## config.mk

```make
export PLATFORM = sky130hd
export DESIGN_NAME = att_ram
export DESIGN_NICKNAME = d
export VERILOG_FILES = /design/src/att_ram.sv
export SDC_FILE = /design/constraint.sdc
export NUM_CORES = 1
export LEC_CHECK = 0
export ABC_AREA = 1
export ABC_CLOCK_PERIOD_IN_PS = 1000
export BUFFER_PORTS_ARGS = -buffer_cell sky130_fd_sc_hd__buf_2
export CAP_MARGIN = 10
export CORE_MARGIN = 4
export CORE_UTILIZATION = 45
export CTS_CLUSTER_DIAMETER = 30
export DETAILED_ROUTE_END_ITERATION = 10
export MAX_ROUTING_LAYER = met4
export PLACE_DENSITY = 0.73
export SLEW_MARGIN = 20
export SYNTH_ARGS = -nofsm -noshare
export SYNTH_HDL_FRONTEND = slang
export SYNTH_SLANG_ARGS = --single-unit
```

## constraint.sdc

```tcl
create_clock -name clk -period 1 [get_ports clk]
set_input_delay 0 -clock clk [delete_from_list [all_inputs] [get_ports clk]]
set_output_delay 0 -clock clk [all_outputs]
set_load 0.01 [all_outputs]
```

## src/att_ram.sv

```systemverilog
// ---------------------------------------------------------------------------
// att_ram
// Generic single-write, single-read RAM with registered read data.
// ---------------------------------------------------------------------------
module att_ram #(
  parameter int WIDTH = 8,
  parameter int DEPTH = 2,
  localparam int AW   = (DEPTH > 1) ? $clog2(DEPTH) : 1
) (
  input  logic             clk,
  input  logic             we,
  input  logic [AW-1:0]    waddr,
  input  logic [WIDTH-1:0] wdata,
  input  logic [AW-1:0]    raddr,
  output logic [WIDTH-1:0] rdata
);

  logic [WIDTH-1:0] mem [0:DEPTH-1];

  always_ff @(posedge clk) begin
    if (we) begin
      mem[waddr] <= wdata;
    end
    rdata <= mem[raddr];
  end

endmodule

```

---- Word level (Yosys, flattened, before mapping) ----
Memory sizes are Yosys's and may differ from the RTL's. A register that Yosys moved wholly into a read port is not among the register bits.
Cells that the tools add are included.
word-level totals
  register bits after elaboration ......... 0
  memory bits (writable) .................. 16
  input bits .............................. 12
  output and inout bits ................... 8
  word-level logic and storage cells ...... 3
  memories ................................ 1
memory list
  memory  depth  width  rd ports  clocked after memory_dff  write ports  line  source
  mem     2      8      1         1                         1            18    logic [WIDTH-1:0] mem [0:DEPTH-1];
cells by class
  mux-type cells .......................... 2
operators by type and width
  cell              number
  1-bit 2-to-1 mux  2

---- Depth between registers and ports, before layout ----
  depth in word-level cells ............... 2
  depth in mapped cells ................... 4
  gate-level depth less buffers ........... 3

---- Least setup slack after synthesis ----
OpenSTA, ideal clock, no wires.
  path type ............................... input port to flip-flop
  start ................................... input we
  end ..................................... memory mem[0][0], enable pin
  data arrival time ....................... 389 ps
  required time ........................... 629 ps
  setup slack ............................. 240 ps
  stages .................................. 2
  buffers on the path ..................... 0
  path through ............................ inv_1 > nor2_1
between the ends
  longest elaborated chain between the ends .. 2
ends and longest elaborated chain
  item                                    line  source
  from (decl)                             11    input logic we,
  1-bit 2-to-1 mux                        21    if (we) begin
  1-bit 2-to-1 mux (not written as such)  22    mem[waddr] <= wdata;
  to (decl)                               18
No other way between the ends.

==> metrics.md <==
| Metric | Value |
|---|---|
| Slew HR | 80.6% |
| GR Util All Layers | 11.3% |
| Ranking of synthesized cells by area | edfxtp_1 (63%), dfxtp_1 (21%), nand2_1 (12%) |
| Pre-antenna DRT Iters | 2 |
| Crit end category | flop |
| Core footprint | 1560 µm² |
| # IOs | 20 |
| Vias in the first global route | 437 |
| DR WL/cell | 10.9 µm |
| Antenna cell count | 0 |
| Clk pin slew, worst setup/hold paths | 110 ps |
| WHS Path Cells | 3 |
| R2R depth | 2 |
| Post-Syn Area | 761 µm² |
| Cell taking the most area after synthesis | edfxtp_1 |
| Final Max Slew Viols | 0 |
| Rows | 14 |
| Critical Path RT | 1200 ps |
| Area of the die | 2410 µm² |
| Max-cap violations | 0 |
| Static leakage power | 0.442 nW |
| Register-to-register setup slack | 390 ps |
| First-pass GRT wire length | 1860 µm |
| Fin crit period | 744 ps |
| Power Dens Cells | 1710 nW/µm² |
| Commonest non-fill, non-tap cell in the layout | nand2_1 |
| Final GP Congestion | 0.692 |
| Number of synthesized register bits | 24 |
| Yosys warnings | 0 |
| Final ANT Viol Nets | 0 |
| Worst reg2reg path endpoint | rdata[1] |
| CP Max Fanout | 9 |
| Final period util | 74.4% |
| DR vias/cell | 4.47 |
| Layout cells sized above 1 | 28.2% |
| Peak VDD IR | 1410 µV |
| Die W | 49.1 µm |
| Max Buffers Root-to-Sink | 2 |
| Post-synthesis cell type count | 7 |
| Synthesized area per cell | 14.1 µm² |
| Num CTS Buffers | 3 |
| IO Port Bufs | 19 |
| FILL cells | 130 |
| Post-Syn Instances | 54 |
| Synth top area share | 63.2% |
| Worst hold start | waddr |
| Final hold viol count | 0 |
| Slowest cell on the critical path | dlygate4sd3_1 |
| Min-Delay Endpoint | mem[0][3] |
| Register area | 641 µm² |
| Crit-path cells | dlygate4sd3_1 -> buf_2 -> inv_2 -> nand2_1 -> nand2_1 |
| Largest net degree at the start of global routing | 13 |
| Synthesized Nets | 66 |
| Die height | 49.1 µm |
| DRC Markers | 0 |
| Post-DP HPWL | 732 µm |
| Fmax | 1.34 GHz |
| Antenna violations before repair | 0 |
| Final Skew | 1.37 ps |
| Worst-Margin Slew | 290 ps |
| Most frequent cells in the layout | nand2_1 (25), buf_2 (19), edfxtp_1 (16), dlygate4sd3_1 (9), dfxtp_1 (8) |
| Crit path DAT | 950 ps |
| Worst Setup Start Kind | input port |
| Sequential share of the synthesized area | 84.2% |
| Grt total ovfl | 0 |
| Max incr delay on CP | 520 ps |
| Worst r2r src | mem[1][1] |
| Fin Setup TNS | 0 ps |
| TritonCTS clock tree | built |
| CTS H-tree lvls | 1 |
| Routed Wire Length | 1110 µm |
| Layout area overhead | 29.4% |
| Clock root cell | clkbuf_4 |
| Crit Path Class | input port to flop |
| Initial Util | 48.8% |
| Multi-input logic area | 97.6 µm² |
| Vias | 451 |
| Nets | 99 |
| Drt initial violations | 2 |
| Worst-Skew Late Latency | 300 ps |
| Status | complete, no violations |
| Hold Path Class | input port to flop |
| CP dominant cell by count | nand2_1 |
| Setup violators final | 0 |
| Final Util | 63.2% |
| RSZ-0062 raised after global routing | false |
| Clock sink total | 24 |
-- layer usage --
layer	global-route usage [%]	wire length [µm]	up-vias
met5	-	0	-
met4	9.95	40	0
met3	3.67	81	4
met2	16.1	524	17
met1	12.7	458	192
li1	-	-	238
-- cells in the mapped netlist --
master    number
buf_6          1
dfxtp_1        8
edfxtp_1      16
inv_1          2
inv_2          1
nand2_1       25
nor2_1         1
-- final cells by class --
cell class                      count  share of cell area [%]
Clock buffer                        3                    2.29
Inverter                            3                    1.14
Multi-Input combinational cell     26                    9.91
Sequential cell                    24                    65.1
Tap cell                           16                    2.03
Timing Repair Buffer               29                    19.6
-- worst max-delay path by stage --
| stage | start | endpoint | slack (ps) | cells past startpoint |
|---|---|---|---|---|
| floorplan | we | mem[0][0] | 240 | 2 |
| global placement | waddr | mem[1][2] | 320 | 3 |
| detailed placement | waddr | mem[1][5] | 300 | 3 |
| CTS | rdata[4] | rdata[4] | 250 | 1 |
| global route | raddr | rdata[0] | 190 | 5 |
| finish | raddr | rdata[0] | 260 | 5 |
-- metrics by stage --
step                      instances  instance area (µm²)  hold slack [ps]  setup WS (ps)  total power (W)
after floorplan                  54                  761             98.9            240          0.00123
after detailed placement         89                  872              191            305          0.00130
final                           101                  985              149            256          0.00169
after global routing            101                  985              160            189          0.00178
after CTS                       101                  985              142            245          0.00170
after global placement           89                  872              188            317          0.00129
-- sequential cells by signal, indices dropped and copies added, names as in the netlist --
name and flops:
mem 16, rdata 8
-- worst max-delay path: cells and delay by family --
kind	cells	cell delay, ps
buffers and inverters	3	820
AND/OR/NAND/NOR	2	120
-- logic make-up (layout without fill, tap and decap cells) --
family / count (synthesis) / count (layout) / synth area share [%]
buf+inv: 4 / 35 / 2.96
flops: 24 / 24 / 84.2
simple gates: 26 / 26 / 12.8
-- repair_timing --
action	CTS	global route
endpoints found under the hold margin	18	0
buffers inserted	0	0
hold buffers	9	0
resized for setup	0	0
endpoints found under the setup margin	0	0
-- report_power, final --
group	internal [W]	switching, W
clock network	0.000140	0.000249
registers	0.00113	0.0000150
logic	0.0000738	0.0000762
Power figures use the tool's default switching activity.
