File: config.mk
export PLATFORM = sky130hd
export DESIGN_NAME = att_cell
export DESIGN_NICKNAME = d
export VERILOG_FILES = /design/src/att_pkg.sv /design/src/att_cell.sv
export SDC_FILE = /design/constraint.sdc
export NUM_CORES = 1
export LEC_CHECK = 0
export BUFFER_PORTS_ARGS = -buffer_cell sky130_fd_sc_hd__clkbuf_2
export CORE_AREA = 2 2 133 135
export CTS_CLUSTER_SIZE = 20
export DETAILED_ROUTE_END_ITERATION = 6
export DIE_AREA = 0 0 135 137
export RECOVER_POWER = 25
export REMOVE_ABC_BUFFERS = 1
export SETUP_SLACK_MARGIN = 0.3
export SYNTH_ARGS = -nofsm -noshare
export SYNTH_HDL_FRONTEND = slang
export SYNTH_SLANG_ARGS = --single-unit
File: constraint.sdc
create_clock -name clk -period 2.7 [get_ports clk]
set_input_delay 0.54 -clock clk [delete_from_list [all_inputs] [get_ports clk]]
set_output_delay 0.54 -clock clk [all_outputs]
set_load 0.01 [all_outputs]
File: src/att_pkg.sv
// ---------------------------------------------------------------------------
// att_pkg
// Types, codes and default sizes shared by the allocation tracker files.
// ---------------------------------------------------------------------------
package att_pkg;

  // default sizes
  localparam int TABLE_DEPTH_DEF = 256;
  localparam int BANK_COUNT_DEF  = 8;
  localparam int LOG_DEPTH_DEF   = 128;

  // operation kinds
  localparam logic [1:0] KIND_ALLOC = 2'd0;
  localparam logic [1:0] KIND_FREE  = 2'd1;
  localparam logic [1:0] KIND_BANK  = 2'd2;
  localparam logic [1:0] KIND_LOG   = 2'd3;

  // result status codes
  localparam logic [2:0] ST_OK       = 3'd0;
  localparam logic [2:0] ST_BANK     = 3'd1;
  localparam logic [2:0] ST_FULL     = 3'd2;
  localparam logic [2:0] ST_LOGGED   = 3'd3;
  localparam logic [2:0] ST_UNLOGGED = 3'd4;
  localparam logic [2:0] ST_INDEX    = 3'd5;

  // one table entry held in a cell
  typedef struct packed {
    logic        valid;
    logic [31:0] addr;
    logic [7:0]  bank;
    logic [31:0] size;
  } cell_t;

  // search beat travelling down the chain
  typedef struct packed {
    logic        vld;
    logic        found;
    logic [7:0]  bank;
    logic [31:0] size;
  } pkt_t;

endpackage

File: src/att_cell.sv
// ---------------------------------------------------------------------------
// att_cell
// One table cell: holds an entry, checks the passing search beat and
// shifts down from its neighbor once the matching entry has been removed.
// ---------------------------------------------------------------------------
module att_cell (
  input  logic           clk,
  input  logic           rst,
  input  logic           we,
  input  att_pkg::cell_t wr,
  input  logic [31:0]    scan_addr,
  input  att_pkg::pkt_t  pk_in,
  output att_pkg::pkt_t  pk_out,
  input  logic           pull,
  input  att_pkg::cell_t nxt,
  output att_pkg::cell_t cur
);
  import att_pkg::*;

  logic        valid;
  logic [31:0] addr;
  logic [7:0]  bank;
  logic [31:0] size;
  logic        hit;
  logic        kill;

  // earliest match only: beat not yet satisfied
  assign hit  = pk_in.vld && !pk_in.found && valid && (addr == scan_addr);
  assign kill = pk_in.vld && (pk_in.found || hit);
  assign cur  = '{valid: valid, addr: addr, bank: bank, size: size};

  // valid bit
  always_ff @(posedge clk) begin
    if (rst) begin
      valid <= 1'b0;
    end else if (we) begin
      valid <= 1'b1;
    end else if (pull) begin
      valid <= nxt.valid;
    end else if (kill) begin
      valid <= 1'b0;
    end
  end

  // entry payload
  always_ff @(posedge clk) begin
    if (we) begin
      addr <= wr.addr;
      bank <= wr.bank;
      size <= wr.size;
    end else if (pull) begin
      addr <= nxt.addr;
      bank <= nxt.bank;
      size <= nxt.size;
    end
  end

  // hand the search beat on
  always_ff @(posedge clk) begin
    if (rst) begin
      pk_out <= '0;
    end else begin
      pk_out.vld   <= pk_in.vld;
      pk_out.found <= pk_in.found || hit;
      pk_out.bank  <= hit ? bank : pk_in.bank;
      pk_out.size  <= hit ? size : pk_in.size;
    end
  end

endmodule

# [Yosys cells after proc, flatten, opt, wreduce, memory -nomap -nowiden]
# Index checks and enable logic that the tools add are counted.
[totals] input_bits=224 output_inout_bits=115 elab_cells=28 register_bits=115
[op_classes] n_eq_ne=1 reduce_logical=8 muxes=11
[op_table] op="2-to-1 mux 32 bit" n=5
[op_table] op="== test 32 bit" n=1
[op_table] op="2-to-1 mux 8 bit" n=3
[op_table] op="logical AND 1 bit" n=4
[op_table] op="2-to-1 mux 1 bit" n=3
[op_table] op="nonzero test 3 bit" n=1
[op_table] op="nonzero test 2 bit" n=1
[op_table] op="logical NOT 1 bit" n=1
[op_table] op="logical OR 1 bit" n=1

# [Longest topological paths before layout]
# Gate-level depths: netlist of run 1.
[logic_depth] depth_word=9 mapped_depth=6 depth_no_buf=5

# [Least setup slack after synthesis of run 1]
# Ideal clock, no wire load.
[synth_timing] kind="input to register" start="input we" end="register valid" path_slack_ns=0.475 setup_ns=0.075 path_buffers=0 path_stages=3 t_arrival_ns=2.150 required_ns=2.625 path_cell_list="or2_2 or4b_2 o22ai_1"
[synth_between] elab_chain_cells=1 elab_cells_between_ends=2 classes_between="mux (1); reduce/logical (1)"
[synth_lines] item="start: declaration" line="att_cell.sv:9" text="input logic we,"
[synth_lines] item="nonzero test 3 bit (no source line) or 2-to-1 mux 1 bit (tied branches)"
[synth_lines] item="end signal: assignment" line="att_cell.sv:39" text="valid <= nxt.valid;"
[synth_lines] item="end: declaration" line="att_cell.sv:20" text="logic valid;"
# Several ways; a longest one is shown, not always the timed one.
# A chain may end at the register's enable or synchronous reset.

# [Worst setup path in the final report of run 1]
[layout_timing] start="input we" end="register size[25], enable pin"
[layout_between] elab_chain_cells=1
[layout_lines] item="nonzero test 2 bit (no source line)"
[layout_lines] item="end signal: assignment" line="att_cell.sv:50" text="size <= wr.size;"
[layout_lines] item="end signal: assignment" line="att_cell.sv:54" text="size <= nxt.size;"
[layout_lines] item="end: declaration" line="att_cell.sv:23" text="logic [31:0] size;"
# Every way passes these cells.

==> qor.txt, run 1 <==
synthesized-area fraction occupied by ao, oa, aoi and oai cells -> 0.451%
buffer cell driving the clock tree root -> sky130_fd_sc_hd__clkbuf_16
fraction of the mapped netlist area in simple logic gates -> 11.8%
Buffers on Ports -> 337
run status -> finished, final reports clean
final setup violating endpoints -> 0
Register Area -> 0.00302 mm2
layout cell share with drive strength beyond 1 -> 60.2%
number of placement rows -> 48
number of hold violations in the final report -> 0
total routing resource utilization after global routing -> 15.6%
n_diodes -> 0
core footprint -> 0.0171 mm2
fmax -> 0.435 GHz
number of slew-limit violations in the final report -> 0
starting DRC count in detailed routing -> 124
Worst-path clk slew -> 0.05 ns
pin count of the biggest net entering global routing -> 43
total number of vias -> 4177
number of antenna violations at the first check in global routing -> 0
die boundary height -> 137 um
Adder-Cell Fraction of Synth Area -> 0%
cell count of the worst reg-to-reg path -> 7
mean instance size in the synthesized netlist -> 13.9 um2
Total Routed Length -> 15100 um
synthesis-stage register bit count -> 115
multi-input gate area in the final layout -> 0.00214 mm2
critical path endpoint -> size[25]
portion of netlist area occupied by mux cells -> 23.0%
main combinational cell family by area after synthesis -> multiplexers
minimum clock period -> 2.30 ns
unrepaired setup endpoints after global routing -> no
share of the clock period used by the worst path -> 85.2%
endpoint required time on the critical path -> 2.74 ns
Netlist cell types -> 23
Top Ports -> 339
Final nets -> 948
post-synth design cell area -> 0.00528 mm2
number of buffers on the longest clock path -> 2
Worst setup SP type -> input port
Fin Clk Skew -> 0.00955 ns
area share of the largest cell type after synthesis -> 41.0%
sequential-to-total area share from yosys stat -> 57.3%
remaining number of nets flagged by the antenna check after routing -> 0
detailed-routing iteration count for the pre-antenna-repair pass -> 6
average routed wire per standard cell -> 15.7 um
reg-to-reg slack, setup -> 0.50 ns
class of the tightest hold or removal check -> input port to flop
critical path endpoint category -> flop
H-tree depth reported by CTS -> 4
clock sink count -> 115
crit-path max FO -> 23
launching instance or port of the critical path -> we
number of fill cells in the layout -> 1659
Worst Max-Slew Pin Slew -> 1.22 ns
reported max-cap violation count -> 0
DRC violation count after routing -> 0
total power divided by cell area -> 660 mW/mm2
Rel. slew slack -> 18.5%
data arrival time of the worst path -> 2.34 ns
worst vdd ir -> 447 uV
first-pass GRT wire length -> 21700 um
post-detailed-route via-to-cell ratio -> 4.34
clock tree from TritonCTS -> built
final weighted congestion in routability-driven placement -> 0.894
area of the die -> 0.0185 mm2
HPWL Detailed -> 11500 um
vias in the first global route -> 4372
summed negative setup slack over all endpoints -> 0 ns
Synth Instances -> 380
Ys Warns -> 0
ranking of synthesized cells by area -> sky130_fd_sc_hd__edfxtp_1, sky130_fd_sc_hd__dfxtp_1, sky130_fd_sc_hd__mux2_2
CTS Buf Count -> 17
type of the worst setup path -> input port to flop
effective utilization at floorplan -> 30.9%
startpoint of the worst-slack reg-to-reg timing path -> addr[12]
P_leak -> 0.00356 uW
XOR/XNOR share of the synthesized area -> 5.31%
r2r endpoint -> pk_out[39]
area leader, netlist -> sky130_fd_sc_hd__edfxtp_1
PnR Total Power -> 5170 uW
worst-skew pair later-pin latency -> 0.41 ns
Overflow after GRT -> 0
area added between synthesis and finish -> 48.6%
Chip Width -> 135 um
worst min-delay path startpoint -> pk_in[19]
## cell families after synthesis
logic type	count (synthesis)
flip-flops	115
multiplexers	112
AND/OR/NAND/NOR	96
XOR/XNOR	32
buffers and inverters	22
AO/OA/AOI/OAI	3
## per-stage QoR
step / hold slack (ns) / std cells / utilization [%] / setup WS [ns] / cell area, um2
6_report: 0.371 / 962 / 46.0 / 0.399 / 7840
5_1_grt: 0.356 / 962 / 46.0 / 0.205 / 7840
4_1_cts: 0.349 / 960 / 45.9 / 0.307 / 7830
3_5_place_dp: 0.535 / 928 / 42.3 / 0.160 / 7220
3_3_place_gp: 0.523 / 928 / 42.3 / 0.208 / 7220
2_1_floorplan: 0.583 / 358 / - / -0.797 / 5160
## worst max-delay path, stage by stage
cell                       delay, ns
sky130_fd_sc_hd__clkbuf_1       0.87
sky130_fd_sc_hd__or2_0          0.34
sky130_fd_sc_hd__clkbuf_2       0.56
## flip-flops by register name, summed over array words and instances, names as in the netlist
register and count:
addr 32, valid 1, pk_out 42, size 32
bank 8
## cell usage after synthesis
cell and instances:
sky130_fd_sc_hd__a211oi_1 1, sky130_fd_sc_hd__nand2b_1 80, sky130_fd_sc_hd__nor3b_1 1, sky130_fd_sc_hd__xor2_1 23, sky130_fd_sc_hd__buf_6 4, sky130_fd_sc_hd__o21ba_1 1
sky130_fd_sc_hd__nor4_4 1, sky130_fd_sc_hd__or2_2 1, sky130_fd_sc_hd__or4b_2 1, sky130_fd_sc_hd__mux2i_1 40, sky130_fd_sc_hd__o22ai_1 1, sky130_fd_sc_hd__nand4_1 3
sky130_fd_sc_hd__dfxtp_1 43, sky130_fd_sc_hd__buf_4 1, sky130_fd_sc_hd__nand3_1 1, sky130_fd_sc_hd__mux2_2 72, sky130_fd_sc_hd__edfxtp_1 72, sky130_fd_sc_hd__nor3_1 1
sky130_fd_sc_hd__and4b_1 1, sky130_fd_sc_hd__clkbuf_1 17, sky130_fd_sc_hd__nor4_1 5, sky130_fd_sc_hd__xnor2_1 9, sky130_fd_sc_hd__nor2b_1 1
## power breakdown
part	internal [uW]	total (uW)	switching, uW
sequential	2050	2140	89.1
clock	1550	2320	767
combinational	378	714	335
## worst min-delay path by stage
stage / endpoint / slack [ns] / cells after the start
floorplan: pk_out[0] / 0.58 / 2
global placement: pk_out[11] / 0.52 / 2
detailed placement: pk_out[0] / 0.53 / 2
CTS: pk_out[35] / 0.35 / 3
global route: pk_out[38] / 0.36 / 3
finish: pk_out[19] / 0.37 / 3
## layout by cell type (no fill, tap or decap), types with 3 or more instances in the layout
master	n
sky130_fd_sc_hd__dfxtp_1	43
sky130_fd_sc_hd__mux2_1	3
sky130_fd_sc_hd__bufinv_16	4
sky130_fd_sc_hd__nand4_1	3
sky130_fd_sc_hd__clkbuf_16	18
sky130_fd_sc_hd__clkbuf_1	4
sky130_fd_sc_hd__clkinv_2	3
sky130_fd_sc_hd__clkinv_1	3
sky130_fd_sc_hd__edfxtp_1	72
sky130_fd_sc_hd__xor2_1	23
sky130_fd_sc_hd__nand2b_1	80
sky130_fd_sc_hd__nor4_1	4
sky130_fd_sc_hd__mux2i_1	40
sky130_fd_sc_hd__xnor2_1	9
sky130_fd_sc_hd__mux2_2	69
sky130_fd_sc_hd__clkbuf_2	338
sky130_fd_sc_hd__buf_4	4
## final cells by class
type / count / area share (%)
clock buffer: 20 / 5.70
clock inverter: 12 / 2.07
timing repair buffer: 347 / 22.8
tap: 225 / 3.59
sequential: 115 / 38.5
multi-input combinational: 243 / 27.3
## routing by layer
layer  global-route usage, %  part of all wire, %
met1                    16.8                   38
met2                    28.6                   53
met3                    5.22                  7.6
met4                    5.61                  1.3
met5                       0                    0
## timing repair
item	CTS	global route
hold buffers	0	0
setup endpoints to repair	0	42
buffers inserted	0	1
gates resized for setup	0	2
Note: power is estimated with default switching activity, not from simulation.
==> run 2, diff against run 1 <==
CELL_PAD_IN_SITES_DETAIL_PLACEMENT = 1   (was not set)
CELL_PAD_IN_SITES_GLOBAL_PLACEMENT = 1   (was not set)
CORE_AREA = not set   (was 2 2 133 135)
CORE_UTILIZATION = 32   (was not set)
DIE_AREA = not set   (was 0 0 135 137)
PLACE_DENSITY_LB_ADDON = 0.1   (was not set)
==> run 2 against run 1 <==
Effect of this change: non-clock buffer count decreased by 2; sequential share of layout area increased by 0.52 points; worst setup slack improved by 0.0099 ns; global-route usage increased by 4.1 points; die area decreased by 8.1%; combinational power about the same; count of clock-buffer cells in the layout increased by 6; hold slack improved by 0.0014 ns; clock skew increased by 0.0020 ns; maximum frequency increased by 0.43%; core utilization increased by 2.4 points; critical endpoint is now size[30]; highest routed layer unchanged.
==> qor.txt, run 2 (same netlist as run 1, synthesis figures left out) <==
layout cell share with drive strength beyond 1 -> 57.8%
Overflow after GRT -> 0
register with the most flip-flops -> pk_out
Worst setup SP type -> input port
final weighted congestion in routability-driven placement -> 0.752
number of slew-limit violations in the final report -> 0
Placed Cells -> 919
multi-input gate area in the final layout -> 0.00214 mm2
Resized cells post-CTS -> 0
number of hold violations in the final report -> 0
worst hold path cell count -> 3
P_leak -> 0.00347 uW
Register Area -> 0.00302 mm2
leading cell type in the layout, fill and taps excluded -> sky130_fd_sc_hd__clkbuf_2
slack of the critical path -> 0.409 ns
Fin Clk Skew -> 0.0115 ns
Post-CTS Setup Repair Bufs -> 0
number of flip-flops in the largest register -> 42
detailed-routing iteration count for the pre-antenna-repair pass -> 4
area added between synthesis and finish -> 46.7%
cell count of the worst reg-to-reg path -> 6
Worst-path clk slew -> 0.05 ns
pre-CTS setup slack -> 0.238 ns
biggest regs -> pk_out (42), addr (32), size (32)
clock tree from TritonCTS -> built
Buffers on Ports -> 337
most used cells in the layout excluding fill and tap cells -> sky130_fd_sc_hd__clkbuf_2, sky130_fd_sc_hd__nand2b_1, sky130_fd_sc_hd__edfxtp_1
final non-filler cell total -> 951
total number of vias -> 4272
hold_ws -> 0.372 ns
first-pass GRT wire length -> 24300 um
reported max-cap violation count -> 0
Chip Width -> 130 um
Total Routed Length -> 16800 um
number of fill cells in the layout -> 1839
utilization of the core after routing -> 48.4%
DRC violation count after routing -> 0
pin count of the biggest net entering global routing -> 84
average routed wire per standard cell -> 17.6 um
data arrival time of the worst path -> 2.31 ns
area of the die -> 0.0170 mm2
minimum clock period -> 2.29 ns
Hold Buf Count CTS -> 0
CTS Buf Count -> 17
class of the tightest hold or removal check -> input port to flop
post-detailed-route via-to-cell ratio -> 4.49
number of placement rows -> 46
run status -> finished, final reports clean
number of buffers on the longest clock path -> 2
buffer cell driving the clock tree root -> sky130_fd_sc_hd__clkbuf_16
type of the worst setup path -> input port to flop
endpoint required time on the critical path -> 2.72 ns
effective utilization at floorplan -> 33.0%
number of antenna violations at the first check in global routing -> 0
Rel. slew slack -> 19.1%
worst-skew pair later-pin latency -> 0.41 ns
starting DRC count in detailed routing -> 143
crit-path max FO -> 18
share of the clock period used by the worst path -> 84.9%
core footprint -> 0.0160 mm2
total routing resource utilization after global routing -> 19.8%
fmax -> 0.436 GHz
worst vdd ir -> 381 uV
H-tree depth reported by CTS -> 4
Worst Max-Slew Pin Slew -> 1.21 ns
final setup violating endpoints -> 0
unrepaired setup endpoints after global routing -> no
summed negative setup slack over all endpoints -> 0 ns
HPWL Detailed -> 13200 um
vias in the first global route -> 4513
Top Ports -> 339
clock sink count -> 115
n_diodes -> 0
total power divided by cell area -> 652 mW/mm2
die boundary height -> 130 um
critical path endpoint category -> flop
remaining number of nets flagged by the antenna check after routing -> 0
Final nets -> 946
-- run 2: worst paths after layout --
kind	startpoint	endpoint	slack [ns]
max reg2reg	addr[12]	pk_out[4]	0.54
min	pk_in[14]	pk_out[14]	0.37
max	we	size[30]	0.41
min reg2reg	size[22]	pk_out[22]	0.54
-- run 2: per-stage QoR --
step | area [um2] | power (uW)
3_3_place_gp | 7220 | 2880
2_1_floorplan | 5160 | 2470
6_report | 7740 | 5050
4_1_cts | 7790 | 5120
5_1_grt | 7740 | 5270
3_5_place_dp | 7220 | 2910
-- run 2: layer usage --
layer	up-vias	GRT usage, %	part of all wire, %
met2	212	36.1	52
met3	19	7.98	10
met4	0	7.51	1.7
met5	-	0	0
li1	2042	-	-
met1	1999	20.1	36
-- run 2: power breakdown --
part / internal [uW] / switching [uW] / total, uW
clock network: 1420 / 765 / 2190
registers: 2050 / 89.4 / 2140
logic: 373 / 341 / 714
-- run 2: area by class of cell --
cell class | instances | area share [%]
well taps | 216 | 3.49
flip-flops and latches | 115 | 39.1
clock inverters | 6 | 1.02
clock buffers | 26 | 6.32
repair buffers | 345 | 22.5
multi-input cells | 243 | 27.6
-- run 2: worst max-delay path, cell delays in order --
cell,delay [ns]
sky130_fd_sc_hd__clkbuf_1,0.58
sky130_fd_sc_hd__or2_4,0.41
sky130_fd_sc_hd__clkbuf_1,0.76
==> run 3, diff against run 2 <==
clock period = 2.26 ns   (was 2.7 ns; I/O delays follow)
==> run 3 against run 2 <==
Effect of this change: critical path depth grew 4; register-to-register slack lost 0.33 ns; core utilization grew 0.59 points; die area is the same; worst setup slack lost 0.20 ns; sequential share of layout area shrank 0.47 points; first-iteration DRC count shrank 21%; clock skew shrank 0.0016 ns.
==> qor.txt, run 3 (same netlist as run 1, synthesis figures left out) <==
run status -> finished, final reports clean
Rel. slew slack -> 30.7%
endpoint required time on the critical path -> 2.59 ns
leading cell type in the layout, fill and taps excluded -> sky130_fd_sc_hd__clkbuf_2
type of the worst setup path -> flop to flop
fmax -> 0.488 GHz
HPWL Detailed -> 13000 um
biggest regs -> pk_out (42), addr (32), size (32)
area of the die -> 0.0170 mm2
Top Ports -> 339
total power divided by cell area -> 750 mW/mm2
number of slew-limit violations in the final report -> 0
Final nets -> 952
number of flip-flops in the largest register -> 42
vias in the first global route -> 4498
critical path endpoint category -> flop
worst-skew pair later-pin latency -> 0.41 ns
Hold Buf Count CTS -> 0
area added between synthesis and finish -> 48.5%
starting DRC count in detailed routing -> 113
register with the most flip-flops -> pk_out
number of buffers on the longest clock path -> 2
die boundary height -> 130 um
effective utilization at floorplan -> 33.0%
Buffers on Ports -> 337
P_leak -> 0.00356 uW
Chip Width -> 130 um
detailed-routing iteration count for the pre-antenna-repair pass -> 4
number of placement rows -> 46
Placed Area -> 0.00726 mm2
reported max-cap violation count -> 0
clock sink count -> 115
layout cell share with drive strength beyond 1 -> 61.1%
data arrival time of the worst path -> 2.38 ns
Final Cell Area -> 0.00783 mm2
worst vdd ir -> 465 uV
CTS Buf Count -> 17
Worst Max-Slew Pin Slew -> 1.04 ns
DRC violation count after routing -> 0
number of fill cells in the layout -> 1817
Total Routed Length -> 16900 um
remaining number of nets flagged by the antenna check after routing -> 0
first-pass GRT wire length -> 24800 um
post-detailed-route via-to-cell ratio -> 4.47
number of hold violations in the final report -> 0
most used cells in the layout excluding fill and tap cells -> sky130_fd_sc_hd__clkbuf_2, sky130_fd_sc_hd__nand2b_1, sky130_fd_sc_hd__edfxtp_1
unrepaired setup endpoints after global routing -> yes
share of the clock period used by the worst path -> 90.8%
final weighted congestion in routability-driven placement -> 0.747
Overflow after GRT -> 0
summed negative setup slack over all endpoints -> 0 ns
total number of vias -> 4275
Worst-path clk slew -> 0.06 ns
clock tree from TritonCTS -> built
class of the tightest hold or removal check -> input port to flop
pin count of the biggest net entering global routing -> 74
hold_ws -> 0.282 ns
H-tree depth reported by CTS -> 4
buffer cell driving the clock tree root -> sky130_fd_sc_hd__clkbuf_16
core footprint -> 0.0160 mm2
crit-path max FO -> 11
average routed wire per standard cell -> 17.6 um
final setup violating endpoints -> 0
Worst setup SP type -> flop
cell count of the worst reg-to-reg path -> 7
number of antenna violations at the first check in global routing -> 1
minimum clock period -> 2.05 ns
worst hold path cell count -> 3
Fin Clk Skew -> 0.00991 ns
total routing resource utilization after global routing -> 20.1%
-- run 3: cell types whose count changed in the layout (fill, tap and decap cells not counted), sizes merged --
| cell | before | now |
|---|---|---|
| buf | 4 | 12 |
| clkbuf | 367 | 364 |
| bufinv | 2 | 0 |
| clkinv | 4 | 6 |
| diode | 0 | 1 |
-- run 3: metal layers --
metal / track usage [%] / up-vias / part of all wire (%)
li1: - / 2048 / -
met1: 21.0 / 2002 / 37
met2: 36.2 / 205 / 52
met3: 7.90 / 20 / 9.8
met4: 7.71 / 0 / 1.5
met5: 0 / - / 0
-- run 3: worst paths after layout --
path | end | slack (ns) | startpoint
min reg2reg | pk_out[22] | 0.55 | size[22]
min | pk_out[10] | 0.28 | pk_in[10]
max reg2reg | pk_out[9] | 0.21 | addr[14]
max | pk_out[9] | 0.21 | addr[14]
-- run 3: through the flow --
stage | worst slack (ns) | instances | util, % | power [uW]
global placement | -0.0655 | 923 | 45.4 | 3450
CTS | 0.111 | 955 | 48.9 | 5950
floorplan | -1.15 | 358 | - | 2950
finish | 0.209 | 957 | 49.0 | 5880
detailed placement | -0.125 | 923 | 45.4 | 3480
global route | 0.0206 | 957 | 49.0 | 6150
-- run 3: timing repair --
action                     CTS  global route
pin swaps                    4             2
setup endpoints to repair   42            42
gates resized for setup      3             4
hold endpoints to repair     0             0
setup buffers                1             1
-- run 3: critical path: stages, from the launching register on --
cell and delay [ns]:
sky130_fd_sc_hd__edfxtp_1 0.41, sky130_fd_sc_hd__xor2_1 0.18, sky130_fd_sc_hd__nor4_2 0.33, sky130_fd_sc_hd__nand3_2 0.15, sky130_fd_sc_hd__nor4_4 0.35, sky130_fd_sc_hd__buf_12 0.18, sky130_fd_sc_hd__buf_12 0.16, sky130_fd_sc_hd__mux2i_2 0.21
-- run 3: area by class of cell --
cell class              count  area [um2]  area share [%]
well taps                 216         270            3.45
diodes                      1        2.50          0.0319
clock inverters             6        30.0           0.383
repair buffers            351        1820            23.3
multi-input cells         243        2180            27.8
clock buffers              25         507            6.47
flip-flops and latches    115        3020            38.6
-- run 3: power breakdown --
part | total [uW] | switching (uW) | leakage, uW | internal [uW]
clock network | 2450 | 913 | 0.000272 | 1530
logic | 871 | 420 | 0.00219 | 451
registers | 2560 | 107 | 0.00109 | 2450
total | 5880 | 1440 | 0.00356 | 4440
